`config.mk`:
```
export PLATFORM = sky130hd
export DESIGN_NAME = ssr_cmd_fifo
export DESIGN_NICKNAME = d
export VERILOG_FILES = /design/src/rtl/ssr_pkg.sv /design/src/rtl/ssr_cmd_fifo.sv
export SDC_FILE = /design/constraint.sdc
export NUM_CORES = 1
export LEC_CHECK = 0
export ABC_AREA = 0
export ABC_CLOCK_PERIOD_IN_PS = 5900
export BUFFER_PORTS_ARGS = -buffer_cell sky130_fd_sc_hd__clkbuf_2
export CAP_MARGIN = 20
export CORE_MARGIN = 3
export CORE_UTILIZATION = 52
export CTS_BUF_LIST = sky130_fd_sc_hd__clkbuf_4
export DETAILED_ROUTE_END_ITERATION = 7
export PLACE_DENSITY = 0.79
export SLEW_MARGIN = 15
export SYNTH_ARGS = -nofsm -noshare
export SYNTH_HDL_FRONTEND = slang
export SYNTH_SLANG_ARGS = --single-unit
```
`constraint.sdc`:
```
create_clock -name clock -period 5.9 [get_ports clock]
set_clock_uncertainty 0.15 [all_clocks]
set_input_delay 1.18 -clock clock [delete_from_list [all_inputs] [get_ports clock]]
set_output_delay 1.18 -clock clock [all_outputs]
set_load 0.01 [all_outputs]
```
`src/rtl/ssr_pkg.sv`:
```
// Package with shared types and constants for the Shamir secret reconstruction block.
`default_nettype none
package ssr_pkg;
   localparam int MAX_SHARES = 16;
   localparam int IDX_W = 4;
   localparam int CNT_W = 5;
   localparam logic [31:0] FIELD_P = 32'hFFFF_FFFB;
   localparam logic [31:0] EXP_INV = 32'hFFFF_FFF9;
   localparam logic [4:0] THRESHOLD_RESET = 5'd2;

   typedef struct packed {
      logic [31:0] share_x;
      logic [31:0] share_y;
      logic        last_share;
   } req_type;

   typedef struct packed {
      logic [31:0] secret;
      logic        status;
   } rsp_type;

   typedef struct packed {
      logic             wr;
      logic             last;
      logic             short_set;
      logic [IDX_W-1:0] addr;
      logic [CNT_W-1:0] k;
      logic [31:0]      x;
      logic [31:0]      y;
   } cmd_type;

   typedef enum logic [4:0] {
      ST_IDLE, ST_RD_J, ST_LAT_J, ST_RD_M, ST_LAT_M, ST_NUM_S, ST_NUM_W,
      ST_DEN_S, ST_DEN_W, ST_INR_S, ST_INR_W, ST_INB_S, ST_INB_W,
      ST_T1_S, ST_T1_W, ST_T2_S, ST_T2_W, ST_ACC, ST_OUT
   } back_state_type;
endpackage
`default_nettype wire

```
`src/rtl/ssr_cmd_fifo.sv`:
```
// Two-entry command queue between the front end and the back end.
`default_nettype none
module ssr_cmd_fifo (
   input  wire logic             clock,
   input  wire logic             reset,
   input  wire logic             push,
   input  wire ssr_pkg::cmd_type push_data,
   input  wire logic             pop,
   output ssr_pkg::cmd_type      head,
   output logic                  full,
   output logic                  empty
);
   ssr_pkg::cmd_type entries_ff [2];
   logic       wptr_ff;
   logic       rptr_ff;
   logic [1:0] cnt_ff;

   always_ff @(posedge clock) begin
      if (push) begin
         entries_ff[wptr_ff] <= push_data;
      end
      if (reset) begin
         wptr_ff <= 1'b0;
         rptr_ff <= 1'b0;
         cnt_ff <= '0;
      end else begin
         if (push) begin
            wptr_ff <= !wptr_ff;
         end
         if (pop) begin
            rptr_ff <= !rptr_ff;
         end
         cnt_ff <= cnt_ff + 2'(push) - 2'(pop);
      end
   end

   assign head = entries_ff[rptr_ff];
   assign full = cnt_ff == 2'd2;
   assign empty = cnt_ff == 2'd0;
endmodule
`default_nettype wire

```
== Word level (Yosys, flattened, before mapping) ==
Memory sizes are Yosys's and may differ from the RTL's. A register that Yosys moved wholly into a read port is not among the register bits.
Cells that the tools add are included.
Widths: inputs -> output; s select.
Cells by class
  eq/ne operators: 1
  multiplexer cells: 4
  bitwise operators: 0
  reduce and logical (&&, ||, !) cells: 3
  add/subtract/negate cells: 2
  multipliers: 0
  shift-type cells: 0
  div/mod/pow operators: 0
  $lt $le $gt $ge: 0
Operators by type and width (number)
  $mux 1: 4
  $add 2x1->2: 1
  $eq 2x2->1 const B: 1
  $logic_not 1->1: 2
  $logic_not 2->1: 1
  $sub 2x1->2: 1
Storage, ports and cells
  memories: 1
  latch bits: 0
  output and inout port bits: 78
  memory bits (writable): 152
  ROM bits: 0
  word-level logic and storage cells: 14
  input bits: 80
  flip-flop bits (word level): 4
Memory list
  entries_ff: depth 2, width 76, read ports 1, clocked after Yosys merged registers in 1, wr ports 1, line ssr_cmd_fifo.sv:13  | ssr_pkg::cmd_type entries_ff [2];

== Longest topological paths before layout ==
  depth in word-level cells: 3
  depth in mapped cells: 6
  depth with buffers taken out: 6

== Least setup slack after synthesis ==
OpenSTA, ideal clock, no wires.
  kind: in2reg
  from: input push
  to: memory entries_ff[0][0] (netlist name) (enable)
  arrival time: 4507 ps
  stages on the path: 1
  required time: 5230 ps
  path slack: 723 ps
  path through: nor2b_1
On the way
  word-level cells in the longest chain between the ends: 2
RTL lines
  from (decl): line ssr_cmd_fifo.sv:6  | input wire logic push,
  $mux 1: line ssr_cmd_fifo.sv:19  | if (push) begin
  $mux 1 (not written as such): line ssr_cmd_fifo.sv:20  | entries_ff[wptr_ff] <= push_data;
  to (decl): line ssr_cmd_fifo.sv:13
Every way passes these cells.

==> load_flow_metrics.sql <==
INSERT INTO impl_metrics (metric_group, metric, value, unit) VALUES
('finish', 'final_cell_area', '7050', 'µm²'),
('synthesis', 'synthesis.nets', '339', ''),
('route', 'detail_route.drc_violations', '0', ''),
('power', 'p_total', '2.22', 'mW'),
('timing', 'final_hold_viol_count', '0', ''),
('timing', 'setup-violations-final', '0', ''),
('clocking', 'numCtsBuffers', '17', ''),
('route', 'average_wire_length_per_cell_after_detail_routing', '17.2', 'µm'),
('timing', 'grt_setup_unrepaired', 'false', ''),
('floorplanning', 'die_width', '112', 'µm'),
('worst_setup_path', 'critPathMaxFanout', '47', ''),
('finish', 'finish.utilization', '0.645', ''),
('outcome', 'status', 'finished clean', ''),
('placed_design', 'placed_cells', '549', ''),
('route', 'drt_first_iter_violations', '141', ''),
('clocking', 'cts_setup_buffers', '0', ''),
('global_route', 'grt_util_met3', '0.0561', ''),
('global_route', 'grtUsageMet2', '0.263', ''),
('timing', 'timing.final.crit_share', '0.640', ''),
('timing', 'relSlewSlack', '0.309', ''),
('clocking', 'maximum_buffer_depth_of_the_clock_tree', '2', ''),
('finish', 'syn2layout_area_growth', '20.5', '%'),
('global_route', 'grt_remaining_overflow', '0', ''),
('power', 'power_density', '315', 'nW/µm²'),
('finish', 'antenna_cells_inserted', '0', ''),
('clocking', 'h-tree-depth', '4', ''),
('worst_setup_path', 'critPathCaptureType', 'output pin', ''),
('floorplanning', 'die_area', '12600', 'µm²'),
('timing', 'final_period_minus_worst_setup_slack', '3.77', 'ns'),
('route', 'drt-pass1-iter-count', '4', ''),
('clocking', 'clockRootBuffer', 'sky130_fd_sc_hd__clkbuf_4', ''),
('placed_design', 'post-place-ws', '2.63', 'ns'),
('synthesis', 'netlist.area_leader.share', '0.780', ''),
('global_route', 'top_usage_layer', 'met2', ''),
('worst_setup_path', 'cp_cell_sequence', 'buf_4, mux2_2, clkbuf_2', ''),
('timing', 'report.final.slew_viol_count', '0', ''),
('floorplanning', 'placeableCoreArea', '10900', 'µm²'),
('floorplanning', 'die_height', '112', 'µm'),
('global_route', 'wire_length_of_the_first_global_routing_pass', '15700', 'µm'),
('clocking', 'tritoncts', 'built', ''),
('floorplanning', 'pin_count', '158', ''),
('synthesis', 'netlist.top_cell.by_area', 'sky130_fd_sc_hd__edfxtp_1', ''),
('placed_design', 'place_congestion', '0.734', ''),
('synthesis', 'synthesis.instances', '257', ''),
('timing', 'fin_ws', '2.13', 'ns'),
('worst_setup_path', 'timing.critical_path.required', '4.57', 'ns'),
('worst_hold_path', 'worst_hold_path_type', 'flip-flop to flip-flop', ''),
('worst_setup_path', 'data_arrival_critical_path', '2.44', 'ns'),
('route', 'antenna_left', '0', ''),
('clocking', 'postCtsHoldBufs', '0', ''),
('synthesis', 'synthesis_stage_register_bit_count', '157', ''),
('clocking', 'cts_resized', '0', ''),
('global_route', 'met1_usage_grt', '0.212', ''),
('global_route', 'number_of_global_route_vias_before_repair', '3035', ''),
('synthesis', 'synthDistinctLibCells', '14', ''),
('timing', 'measured_slew_at_the_worst_slew_check_pin', '1.04', 'ns'),
('clocking', 'clock-sinks', '157', ''),
('clocking', 'clk_pin_slew_worst_paths', '0.11', 'ns'),
('route', 'detail_route.wirelength', '9970', 'µm'),
('clocking', 'clock_latency', '0.49', 'ns'),
('power', 'power.static_leakage', '2.77', 'nW'),
('placed_design', 'dp_hpwl', '6660', 'µm'),
('timing', 'fin_tns_setup', '0', 'ns'),
('synthesis', 'synth_cell_area', '5850', 'µm²'),
('synthesis', 'synth_area_per_cell', '22.8', 'µm²'),
('synthesis', 'seq_area_frac_synth', '0.797', ''),
('worst_setup_path', 'start_to_end_type_of_the_worst_setup_path', 'flip-flop to output pin', ''),
('power', 'vdd_drop_max', '0.000211', 'V'),
('synthesis', 'synth_area_leaders', 'sky130_fd_sc_hd__edfxtp_1 78%, sky130_fd_sc_hd__mux2_4 10%, sky130_fd_sc_hd__mux2_2 6.9%', ''),
('synthesis', 'yosys_warnings', '0', ''),
('worst_setup_path', 'cpMaxStageDelayCell', 'sky130_fd_sc_hd__dfxtp_4', '');
[area by class of cell]
class                   count  area (µm²)
well taps                 140         175
clock inverters            11         120
multi-input cells          90        1120
clock buffers              20         150
fillers                   773        3880
repair buffers            160         808
inverters                   2        7.51
flip-flops and latches    157        4670
[power by group]
part           switching [mW]  internal (mW)  total (mW)
registers              0.0326           1.30        1.33
clock network           0.345          0.262       0.607
logic                   0.133          0.146       0.280
[per-layer routing]
| metal | routed length (µm) | up-vias |
|---|---|---|
| met2 | 5000 | 114 |
| met4 | 97 | 0 |
| met1 | 4130 | 1436 |
| met5 | 0 | - |
| met3 | 732 | 11 |
| li1 | - | 1357 |
[critical path, delay by kind of cell (launching register included)]
kind / cells / cell delay, ns
mux: 1 / 0.40
flops: 1 / 0.83
buf+inv: 2 / 0.70
[flip-flops by register name (all words and copies together), names as in the netlist, named ones only]
signal      cells
entries_ff    152
wptr_ff         1
rptr_ff         1
cnt_ff          2
[worst paths after layout]
path / start / to / slack [ns] / cells past startpoint
hold / removal: rptr_ff / flip-flop / 0.40 / 2
setup / recovery: flip-flop / head[28] / 2.13 / 3
setup reg to reg: wptr_ff / entries_ff[0][72] / 3.72 / 2
hold reg to reg: rptr_ff / flip-flop / 0.40 / 2
[cells in the final DEF (no fill, tap or decap)]
cell	n
sky130_fd_sc_hd__bufinv_16	2
sky130_fd_sc_hd__xnor2_1	2
sky130_fd_sc_hd__clkinv_2	1
sky130_fd_sc_hd__clkinvlp_4	4
sky130_fd_sc_hd__edfxtp_1	152
sky130_fd_sc_hd__mux2_2	36
sky130_fd_sc_hd__dfxtp_4	1
sky130_fd_sc_hd__buf_4	3
sky130_fd_sc_hd__xnor3_1	1
sky130_fd_sc_hd__clkbuf_4	20
sky130_fd_sc_hd__inv_6	1
sky130_fd_sc_hd__dfxtp_1	4
sky130_fd_sc_hd__inv_1	2
sky130_fd_sc_hd__clkbuf_2	157
sky130_fd_sc_hd__clkinv_1	2
sky130_fd_sc_hd__and2_4	1
sky130_fd_sc_hd__ha_1	2
sky130_fd_sc_hd__nor2b_4	1
sky130_fd_sc_hd__clkinv_4	1
sky130_fd_sc_hd__mux2_4	40
sky130_fd_sc_hd__nor2_1	5
sky130_fd_sc_hd__nor2b_1	2
[Yosys cell counts]
cell and number:
sky130_fd_sc_hd__nor2b_1 3, sky130_fd_sc_hd__xnor3_1 1, sky130_fd_sc_hd__buf_2 3, sky130_fd_sc_hd__dfxtp_1 5
sky130_fd_sc_hd__mux2_4 40, sky130_fd_sc_hd__and2_1 1, sky130_fd_sc_hd__nor2_1 5, sky130_fd_sc_hd__ha_1 2
sky130_fd_sc_hd__buf_6 4, sky130_fd_sc_hd__edfxtp_1 152, sky130_fd_sc_hd__mux2_2 36, sky130_fd_sc_hd__xnor2_1 2
sky130_fd_sc_hd__buf_4 1, sky130_fd_sc_hd__inv_1 2
[cell families after synthesis]
group / share of synthesized area
simple gates: 0.00748
fa+ha+maj: 0.00427
buf+inv: 0.0128
xor+xnor: 0.00684
mux: 0.172
flops: 0.797
No activity file was read; power rests on OpenSTA's default activity.
