[config.mk]
export PLATFORM = sky130hd
export DESIGN_NAME = ssr_front
export DESIGN_NICKNAME = d
export VERILOG_FILES = /design/src/rtl/ssr_pkg.sv /design/src/rtl/ssr_front.sv
export SDC_FILE = /design/constraint.sdc
export NUM_CORES = 1
export LEC_CHECK = 0
export BUFFER_PORTS_ARGS = -buffer_cell sky130_fd_sc_hd__buf_2
export CAP_MARGIN = 40
export CORE_ASPECT_RATIO = 1.5
export CORE_MARGIN = 2
export CORE_UTILIZATION = 37
export CTS_CLUSTER_DIAMETER = 40
export DETAILED_ROUTE_END_ITERATION = 6
export PLACE_DENSITY = 0.83
export SYNTH_ARGS = -nofsm -noshare
export SYNTH_HDL_FRONTEND = slang
export SYNTH_SLANG_ARGS = --single-unit
[constraint.sdc]
create_clock -name clock -period 3.87 [get_ports clock]
set_clock_uncertainty 0.15 [all_clocks]
set_input_delay 0.5805 -clock clock [delete_from_list [all_inputs] [get_ports clock]]
set_output_delay 0.5805 -clock clock [all_outputs]
set_load 0.005 [all_outputs]
[src/rtl/ssr_pkg.sv]
// Package with shared types and constants for the Shamir secret reconstruction block.
`default_nettype none
package ssr_pkg;
   localparam int MAX_SHARES = 16;
   localparam int IDX_W = 4;
   localparam int CNT_W = 5;
   localparam logic [31:0] FIELD_P = 32'hFFFF_FFFB;
   localparam logic [31:0] EXP_INV = 32'hFFFF_FFF9;
   localparam logic [4:0] THRESHOLD_RESET = 5'd2;

   typedef struct packed {
      logic [31:0] share_x;
      logic [31:0] share_y;
      logic        last_share;
   } req_type;

   typedef struct packed {
      logic [31:0] secret;
      logic        status;
   } rsp_type;

   typedef struct packed {
      logic             wr;
      logic             last;
      logic             short_set;
      logic [IDX_W-1:0] addr;
      logic [CNT_W-1:0] k;
      logic [31:0]      x;
      logic [31:0]      y;
   } cmd_type;

   typedef enum logic [4:0] {
      ST_IDLE, ST_RD_J, ST_LAT_J, ST_RD_M, ST_LAT_M, ST_NUM_S, ST_NUM_W,
      ST_DEN_S, ST_DEN_W, ST_INR_S, ST_INR_W, ST_INB_S, ST_INB_W,
      ST_T1_S, ST_T1_W, ST_T2_S, ST_T2_W, ST_ACC, ST_OUT
   } back_state_type;
endpackage
`default_nettype wire

[src/rtl/ssr_front.sv]
// Front end: takes share beats, reduces them, tracks the set and issues commands.
`default_nettype none
module ssr_front (
   input  wire logic             clock,
   input  wire logic             reset,
   input  wire logic             push,
   input  wire ssr_pkg::req_type req_data,
   output logic                  full,
   input  wire logic             csr_valid,
   input  wire logic [4:0]       csr_data,
   output logic                  csr_ready,
   input  wire logic             fifo_full,
   output logic                  cmd_push,
   output ssr_pkg::cmd_type      cmd_data
);
   logic [4:0] threshold_ff;
   logic [4:0] threshold_in;
   logic [ssr_pkg::CNT_W-1:0] count_ff;
   logic [ssr_pkg::CNT_W-1:0] count_in;
   logic [ssr_pkg::CNT_W-1:0] k;
   logic [ssr_pkg::CNT_W-1:0] count_after;
   logic accept;
   logic keep;

   always_comb begin
      k = (threshold_ff > 5'(ssr_pkg::MAX_SHARES)) ? 5'(ssr_pkg::MAX_SHARES) : threshold_ff;
      accept = push && !fifo_full;
      keep = count_ff < k;
      count_after = keep ? count_ff + 5'd1 : count_ff;
      threshold_in = (csr_valid) ? csr_data : threshold_ff;
      count_in = count_ff;
      if (accept) begin
         count_in = req_data.last_share ? '0 : count_after;
      end
      cmd_data.wr = keep;
      cmd_data.last = req_data.last_share;
      cmd_data.short_set = count_after < k;
      cmd_data.addr = count_ff[ssr_pkg::IDX_W-1:0];
      cmd_data.k = k;
      cmd_data.x = (req_data.share_x >= ssr_pkg::FIELD_P) ?
                   req_data.share_x - ssr_pkg::FIELD_P : req_data.share_x;
      cmd_data.y = (req_data.share_y >= ssr_pkg::FIELD_P) ?
                   req_data.share_y - ssr_pkg::FIELD_P : req_data.share_y;
      cmd_push = accept && (keep || req_data.last_share);
   end

   always_ff @(posedge clock) begin
      if (reset) begin
         threshold_ff <= ssr_pkg::THRESHOLD_RESET;
         count_ff <= '0;
      end else begin
         threshold_ff <= threshold_in;
         count_ff <= count_in;
      end
   end

   assign full = fifo_full;
   assign csr_ready = 1'b1;
endmodule
`default_nettype wire

# After elaboration in Yosys (flattened, before gate mapping)
# Cells that the tools add are included.
word_totals:
  regBits: 10
  latchBits: 0
  mem_bits_rw: 0
  romBits: 0
  in_bits: 75
  wordCells: 19
  memories: 0
op_classes:
  n_addsub: 3
  mul: 0
  n_div: 0
  n_lt_le_gt_ge: 5
  eq_ne: 0
  shifts: 0
  mux: 5
  n_bitwise: 0
  reduce_logical: 4
ops:
  columns: ["operator", "count"]
  rows:
  - ["greater-or-equal comparator 32 bit, second input constant", 2]
  - ["two-way mux 32 bit", 2]
  - ["subtractor 32 bit, second input constant", 2]
  - ["two-way mux 5 bit", 3]
  - ["< comparator 5 bit", 2]
  - ["adder 5 x 1 -> 5 bit, second input constant", 1]
  - ["greater-than comparator 5 bit, second input constant", 1]
  - ["logical AND 1 bit", 2]
  - ["logical NOT 1 bit", 1]
  - ["logical OR 1 bit", 1]

# Depth between registers and ports, before layout
# Gate-level depths: netlist (run 1).
logic_depth:
  word_depth: 5
  depth_mapped: 13
  depth_no_buf: 12

# Worst setup path before layout (run 1)
# OpenSTA, ideal clock, no wires.
synth_timing:
  path_kind: "register -> output"
  start: "register threshold_ff[4]"
  end: "output cmd_data[73] in the netlist's numbering"
  arrival_time_ps: 2346
  path_slack_ps: 793
  path_stages_with_launch: 14
  path_cell_list: "dfxtp_1 inv_1 nand2_1 ha_1 o21ai_0 nand2b_1 buf_2 a21oi_1 xor2_1 ha_1 a21oi_1 o21a_1 o2111ai_1 nand3_1"
synth_lines:
  columns: ["element", "line_no", "text"]
  rows:
  - ["from (decl)", "ssr_front.sv:16", "logic [4:0] threshold_ff;"]
  - ["from (signal assigned)", "ssr_front.sv:49", "threshold_ff <= ssr_pkg::THRESHOLD_RESET;"]
  - ["from (signal assigned)", "ssr_front.sv:52", "threshold_ff <= threshold_in;"]
  - ["to (decl)", "ssr_front.sv:14", "output ssr_pkg::cmd_type cmd_data"]

==> impl_metrics.csv, run 1 <==
group,metric,value,unit
global_routing,antenna_found_initial,1,
pwr,p_leak,1.21,nW
global_routing,grt_overflow,0,
timing,period_minus_slack,3560,ps
timing,slew_viol_final,0,
yosys,synthesis.area,0.00155,mm2
placed_design,placed_cells,389,
yosys,syn_nets,294,
yosys,synth_area_per_cell,7.47,um2
detailed_routing,routed_via_density,5.19,
yosys,postSynthCellCount,208,
clocking,clkLatencyLatePin,230,ps
global_routing,grt_pass1_wl,8910,um
placed_design,dpl_worst_slack,350,ps
clocking,clkSinkCount,10,
detailed_routing,drt_iter0_drc,65,
detailed_routing,wl_per_cell,14.4,um
global_routing,grt_pass1_vias,1904,
die,die_x,56.9,um
placed_design,dp_hpwl,4970,um
critical_path,cpMaxStageDelayCell,"dfxtp_2",
worst_hold_path,hold_class,"flip-flop to flip-flop",
pwr,ir_worst_vdd,177,uV
clocking,htreeDepth,1,
die,die_area,0.00474,mm2
yosys,ys_top_cells_by_area,"and2_1, dfxtp_1, ha_1, nand4_1, buf_4",
clocking,clockBufferDepth,2,
global_routing,gr-usage-all-layers,22.8,%
layout,nNetsFinal,437,
layout,postLayoutCoreUtil,58.6,%
clocking,clk_pin_slew,50,ps
detailed_routing,drcViolationCount,0,
detailed_routing,routed_wl,5700,um
timing,timing.final.crit_share,92.0,%
die,num_rows,28,
placed_design,port_buffers,152,
timing,hold_violations,0,
layout,fin_area,0.00234,mm2
yosys,yosysTopAreaCell,"and2_1",
die,boundaryPins,154,
layout,final_common_cell,"buf_2",
die,start_util,38.9,%
critical_path,r2r_setup_slack,1670,ps
placed_design,gp_congestion,0.989,
yosys,synth_seq_area_share,12.9,%
die,dieHeight,83.3,um
layout,drive_above_1_share,49.1,%
timing,setup-tns-final,0,ps
detailed_routing,drtAntennaViolNets,0,
yosys,synth-edff-count,0,
job,cap_violations,0,
yosys,ys_types,43,
clocking,cts_buffers,3,
critical_path,path_cells,"inv_1 > nand2_1 > ha_1 > nand2_1 > o211a_1 > o21ai_1 > xnor2_1 > ha_1 > a21oi_1 > o21a_1 > o2111ai_1 > nand3_1 > buf_2",
timing,setup_viol_count_final,0,
critical_path,cp.arrival,2830,ps
clocking,cts_tree,"done",
critical_path,slowest_delay,350,ps
timing,clock.fmax,281,MHz
placed_design,postPlaceCellArea,0.00225,mm2
critical_path,worstPathMaxFanout,6,
global_routing,grt_max_degree,18,
yosys,synth_async_sr_flop_share,0,%
timing,layout_setup_ws,310,ps
run_status,status,"completed",
critical_path,setup.worst_path.start_class,"flip-flop",
layout,area_growth,50.7,%
critical_path,end_kind,"primary output",
detailed_routing,drt-pass1-iter-count,6,
clocking,clockRootBuffer,"clkbuf_8",
layout,layout_common_cells,"buf_2, and2_1, nand4_1",
timing,rsz0062_at_grt,"no",
yosys,ys_warn_count,0,
pwr,p_per_area,180,mW/mm2
detailed_routing,vias,2055,
critical_path,critical_path_class,"flip-flop to primary output",
yosys,synth_seq_cells,10,
layout,fin_cells,396,
layout,fillers,397,
yosys,synth_ff_type,"dfxtp_1",
yosys,synth_top_cell_area_share,23.4,%
critical_path,critPathRequiredTime,3140,ps
die,core-area,0.00399,mm2
-- layer usage --
| layer | part of all wire [%] | wire [um] | vias up | global-route usage (%) |
|---|---|---|---|---|
| met5 | 0 | 0 | - | 0 |
| met4 | 0.19 | 11 | 0 | 0.846 |
| met3 | 14 | 775 | 2 | 8.57 |
| met2 | 49 | 2810 | 120 | 38.6 |
| met1 | 37 | 2110 | 909 | 28.7 |
| li1 | - | - | 1024 | - |
-- final cells by class --
cell class | count | area (um2) | area share, %
Sequential cell | 10 | 201 | 8.61
Clock buffer | 4 | 55.1 | 2.35
Multi-Input combinational cell | 173 | 1210 | 51.8
Tap cell | 45 | 56.3 | 2.41
Antenna cell | 1 | 2.50 | 0.107
Timing Repair Buffer | 155 | 783 | 33.5
Inverter | 8 | 30.0 | 1.28
-- cells in the mapped netlist, types with 2 or more instances --
cell type  instances
a21o_1             2
a21oi_1            4
a31oi_1            4
and2_1            58
buf_4              8
clkbuf_1           5
dfxtp_1           10
ha_1              11
inv_1              8
mux2_2             3
mux2i_1            5
nand2_1           14
nand2b_1           2
nand3_1            9
nand4_1           15
nor2_1             6
nor4_1             5
o2111ai_1          3
o211ai_1           3
o21a_1             3
o21ai_0            5
xnor2_1            3
xor2_1             2
-- where the power goes --
group / switching [W] / leakage [nW] / internal [W] / total (W)
clock network: 0.0000397 / 0.0288 / 0.0000893 / 0.000129
logic: 0.0000858 / 1.10 / 0.0000947 / 0.000181
registers: 0.00000468 / 0.0820 / 0.000107 / 0.000112
-- timing repair --
action	CTS	global route
endpoints found under the setup margin	0	1
resized for setup	0	7
hold buffers	0	0
hold endpoints to repair	0	0
setup buffers	0	2
-- registers in the layout (all words and copies together) (netlist names) --
signal / count
count_ff: 5
threshold_ff: 5
-- critical path: cells and delay by family (launching register included) --
kind | cells | cell delay [ps]
buf+inv | 2 | 220
compound gates | 5 | 900
xor+xnor | 1 | 150
flops | 1 | 350
simple gates | 3 | 360
fa+ha+maj | 2 | 600
-- cells by family after synthesis --
kind of cell / share of synthesized area (%)
other: 0.242
buffers and inverters: 9.99
AOI/OAI and AO/OA: 14.9
DFF: 12.9
muxes: 5.40
and+or+nand+nor: 44.9
adders and majority gates: 8.86
xor gates and xnor gates: 2.82
-- metrics by stage --
step / total power [W] / hold slack (ps)
finish: 0.000421 / 335
global route: 0.000449 / 356
floorplan: 0.000198 / 291
detailed placement: 0.000288 / 322
global placement: 0.000286 / 322
CTS: 0.000417 / 335
-- worst paths after layout --
path                   startpoint         endpoint  cells after the start
setup / recovery  threshold_ff[4]     cmd_data[73]                     13
hold / removal    threshold_ff[1]  threshold_ff[1]                      2
hold reg to reg   threshold_ff[1]  threshold_ff[1]                      2
setup reg to reg  threshold_ff[4]      count_ff[2]                      8
(Power assumes the default switching activity.)
==> run 2: changes to the inputs <==
==> constraint.sdc (replaced) <==
create_clock -name clock -period 3.87 [get_ports clock]
set_clock_uncertainty 0.15 [all_clocks]
set_input_delay 0.774 -clock clock [delete_from_list [all_inputs] [get_ports clock]]
set_output_delay 0.774 -clock clock [all_outputs]
set_load 0.005 [all_outputs]
==> run 2 against run 1 <==
Non-clock buffer count is 6 higher. Hold slack gained 36 ps. Clock-buffer cell count did not move. Routed wire length increased by 6.8%. Flip-flop and latch count did not move. Cell count up 1.3%. Highest routed layer unchanged.
==> impl_metrics.csv, run 2 (synthesis results as in run 1) <==
group,metric,value,unit
timing,timing.final.crit_share,97.0,%
pwr,p_per_area,183,mW/mm2
critical_path,cp-startpoint,"threshold_ff[4]",
critical_path,cp.arrival,2830,ps
global_routing,antenna_found_initial,0,
critical_path,reg2reg_depth,8,
job,cap_violations,0,
global_routing,grt_max_degree,18,
placed_design,placed_cells,392,
global_routing,grt_pass1_vias,2005,
clocking,clockBufferDepth,2,
critical_path,end_kind,"primary output",
timing,hold_violations,0,
detailed_routing,drt-pass1-iter-count,4,
layout,postLayoutCoreUtil,59.6,%
critical_path,worstPathMaxFanout,6,
pwr,ir_worst_vdd,240,uV
layout,fin_area,0.00238,mm2
clocking,cts_buffers,3,
die,die_area,0.00474,mm2
clocking,cts_tree,"done",
worst_hold_path,hold_depth,2,
die,dieHeight,83.3,um
clocking,htreeDepth,1,
run_status,status,"completed",
layout,final_common_cell,"buf_2",
layout,area_growth,53.2,%
detailed_routing,drtAntennaViolNets,0,
global_routing,gr-usage-all-layers,23.3,%
layout,nNetsFinal,443,
worst_hold_path,whs_endpoint,"threshold_ff[1]",
clocking,clkLatencyLatePin,240,ps
detailed_routing,vias,2113,
placed_design,port_buffers,152,
die,boundaryPins,154,
critical_path,critPathRequiredTime,2950,ps
layout,diodes,0,
global_routing,grt_overflow,0,
layout,largest_registers,"count_ff: 5 flops, threshold_ff: 5 flops",
placed_design,dp_hpwl,5060,um
critical_path,r2r-end,"count_ff[4]",
timing,setup_viol_count_final,0,
timing,clock.fmax,266,MHz
placed_design,postPlaceCellArea,0.00227,mm2
layout,drive_above_1_share,50.3,%
critical_path,critical_path_class,"flip-flop to primary output",
critical_path,setup.worst_path.start_class,"flip-flop",
pwr,p_leak,1.24,nW
layout,fin_cells,401,
detailed_routing,drcViolationCount,0,
clocking,clkSinkCount,10,
detailed_routing,wl_per_cell,15.2,um
placed_design,gp_congestion,0.987,
global_routing,grt_pass1_wl,9070,um
clocking,clockRootBuffer,"clkbuf_8",
timing,slew_viol_final,0,
detailed_routing,drt_iter0_drc,67,
layout,layout_common_cells,"buf_2, and2_1, nand4_1",
critical_path,r2r_setup_slack,1660,ps
die,num_rows,28,
die,core-area,0.00399,mm2
clocking,clk_pin_slew,50,ps
detailed_routing,routed_via_density,5.27,
die,start_util,38.9,%
detailed_routing,routed_wl,6090,um
die,die_x,56.9,um
critical_path,r2r-start,"threshold_ff[4]",
worst_hold_path,hold_class,"flip-flop to flip-flop",
timing,holdWs,371,ps
timing,period_minus_slack,3750,ps
worst_hold_path,min_from,"threshold_ff[1]",
[run 2: worst max-delay path by stage]
stage                              end  slack, ps  cells after the start
after floorplan           cmd_data[73]        600                     13
after global placement    cmd_data[73]        320                     13
after detailed placement  cmd_data[73]        270                     14
after CTS                 cmd_data[73]        0.1                     14
after global routing      cmd_data[73]        -80                     13
final                     cmd_data[73]        120                     13
[run 2: final cells by class]
cell class	count	area, um2
well taps	45	56.3
multi-input cells	173	1210
flip-flops and latches	10	201
clock buffers	4	55.1
inverters	8	30.0
fillers	400	1620
repair buffers	161	828
[run 2: what timing repair did]
action                                 in CTS  in global routing
gates resized for setup                     0                  7
endpoints found under the hold margin       0                  0
setup endpoints to repair                   0                  1
hold buffers                                0                  0
setup buffers                               0                  5
[run 2: metal layers]
| layer | GRT usage, % | part of all wire, % |
|---|---|---|
| met3 | 6.54 | 11 |
| met2 | 39.4 | 49 |
| met5 | 0 | 0 |
| met1 | 29.9 | 38 |
| met4 | 2.75 | 1.6 |
[run 2: where the power goes]
part	internal [W]	total (W)	switching (W)
registers	0.000107	0.000112	0.00000509
logic	0.000100	0.000189	0.0000891
clock network	0.0000897	0.000134	0.0000446
[run 2: stage by stage]
step                      TNS, ps  worst slack (ps)  power, W
after CTS                       0             0.122  0.000425
after floorplan                 0               600  0.000198
final                           0               118  0.000436
after global placement          0               320  0.000289
after detailed placement        0               273  0.000291
after global routing        -77.9             -77.9  0.000460
[run 2: worst max-delay path, stage by stage, from the launching register on]
cell and delay, ps:
dfxtp_2 350, inv_2 90, nand2_1 100, ha_1 250, nor3_4 280, o211a_1 210
o21ai_1 80, xnor2_1 280, ha_1 310, a21oi_1 140, o21a_1 160, o2111ai_1 120
nand3_1 110, buf_2 110
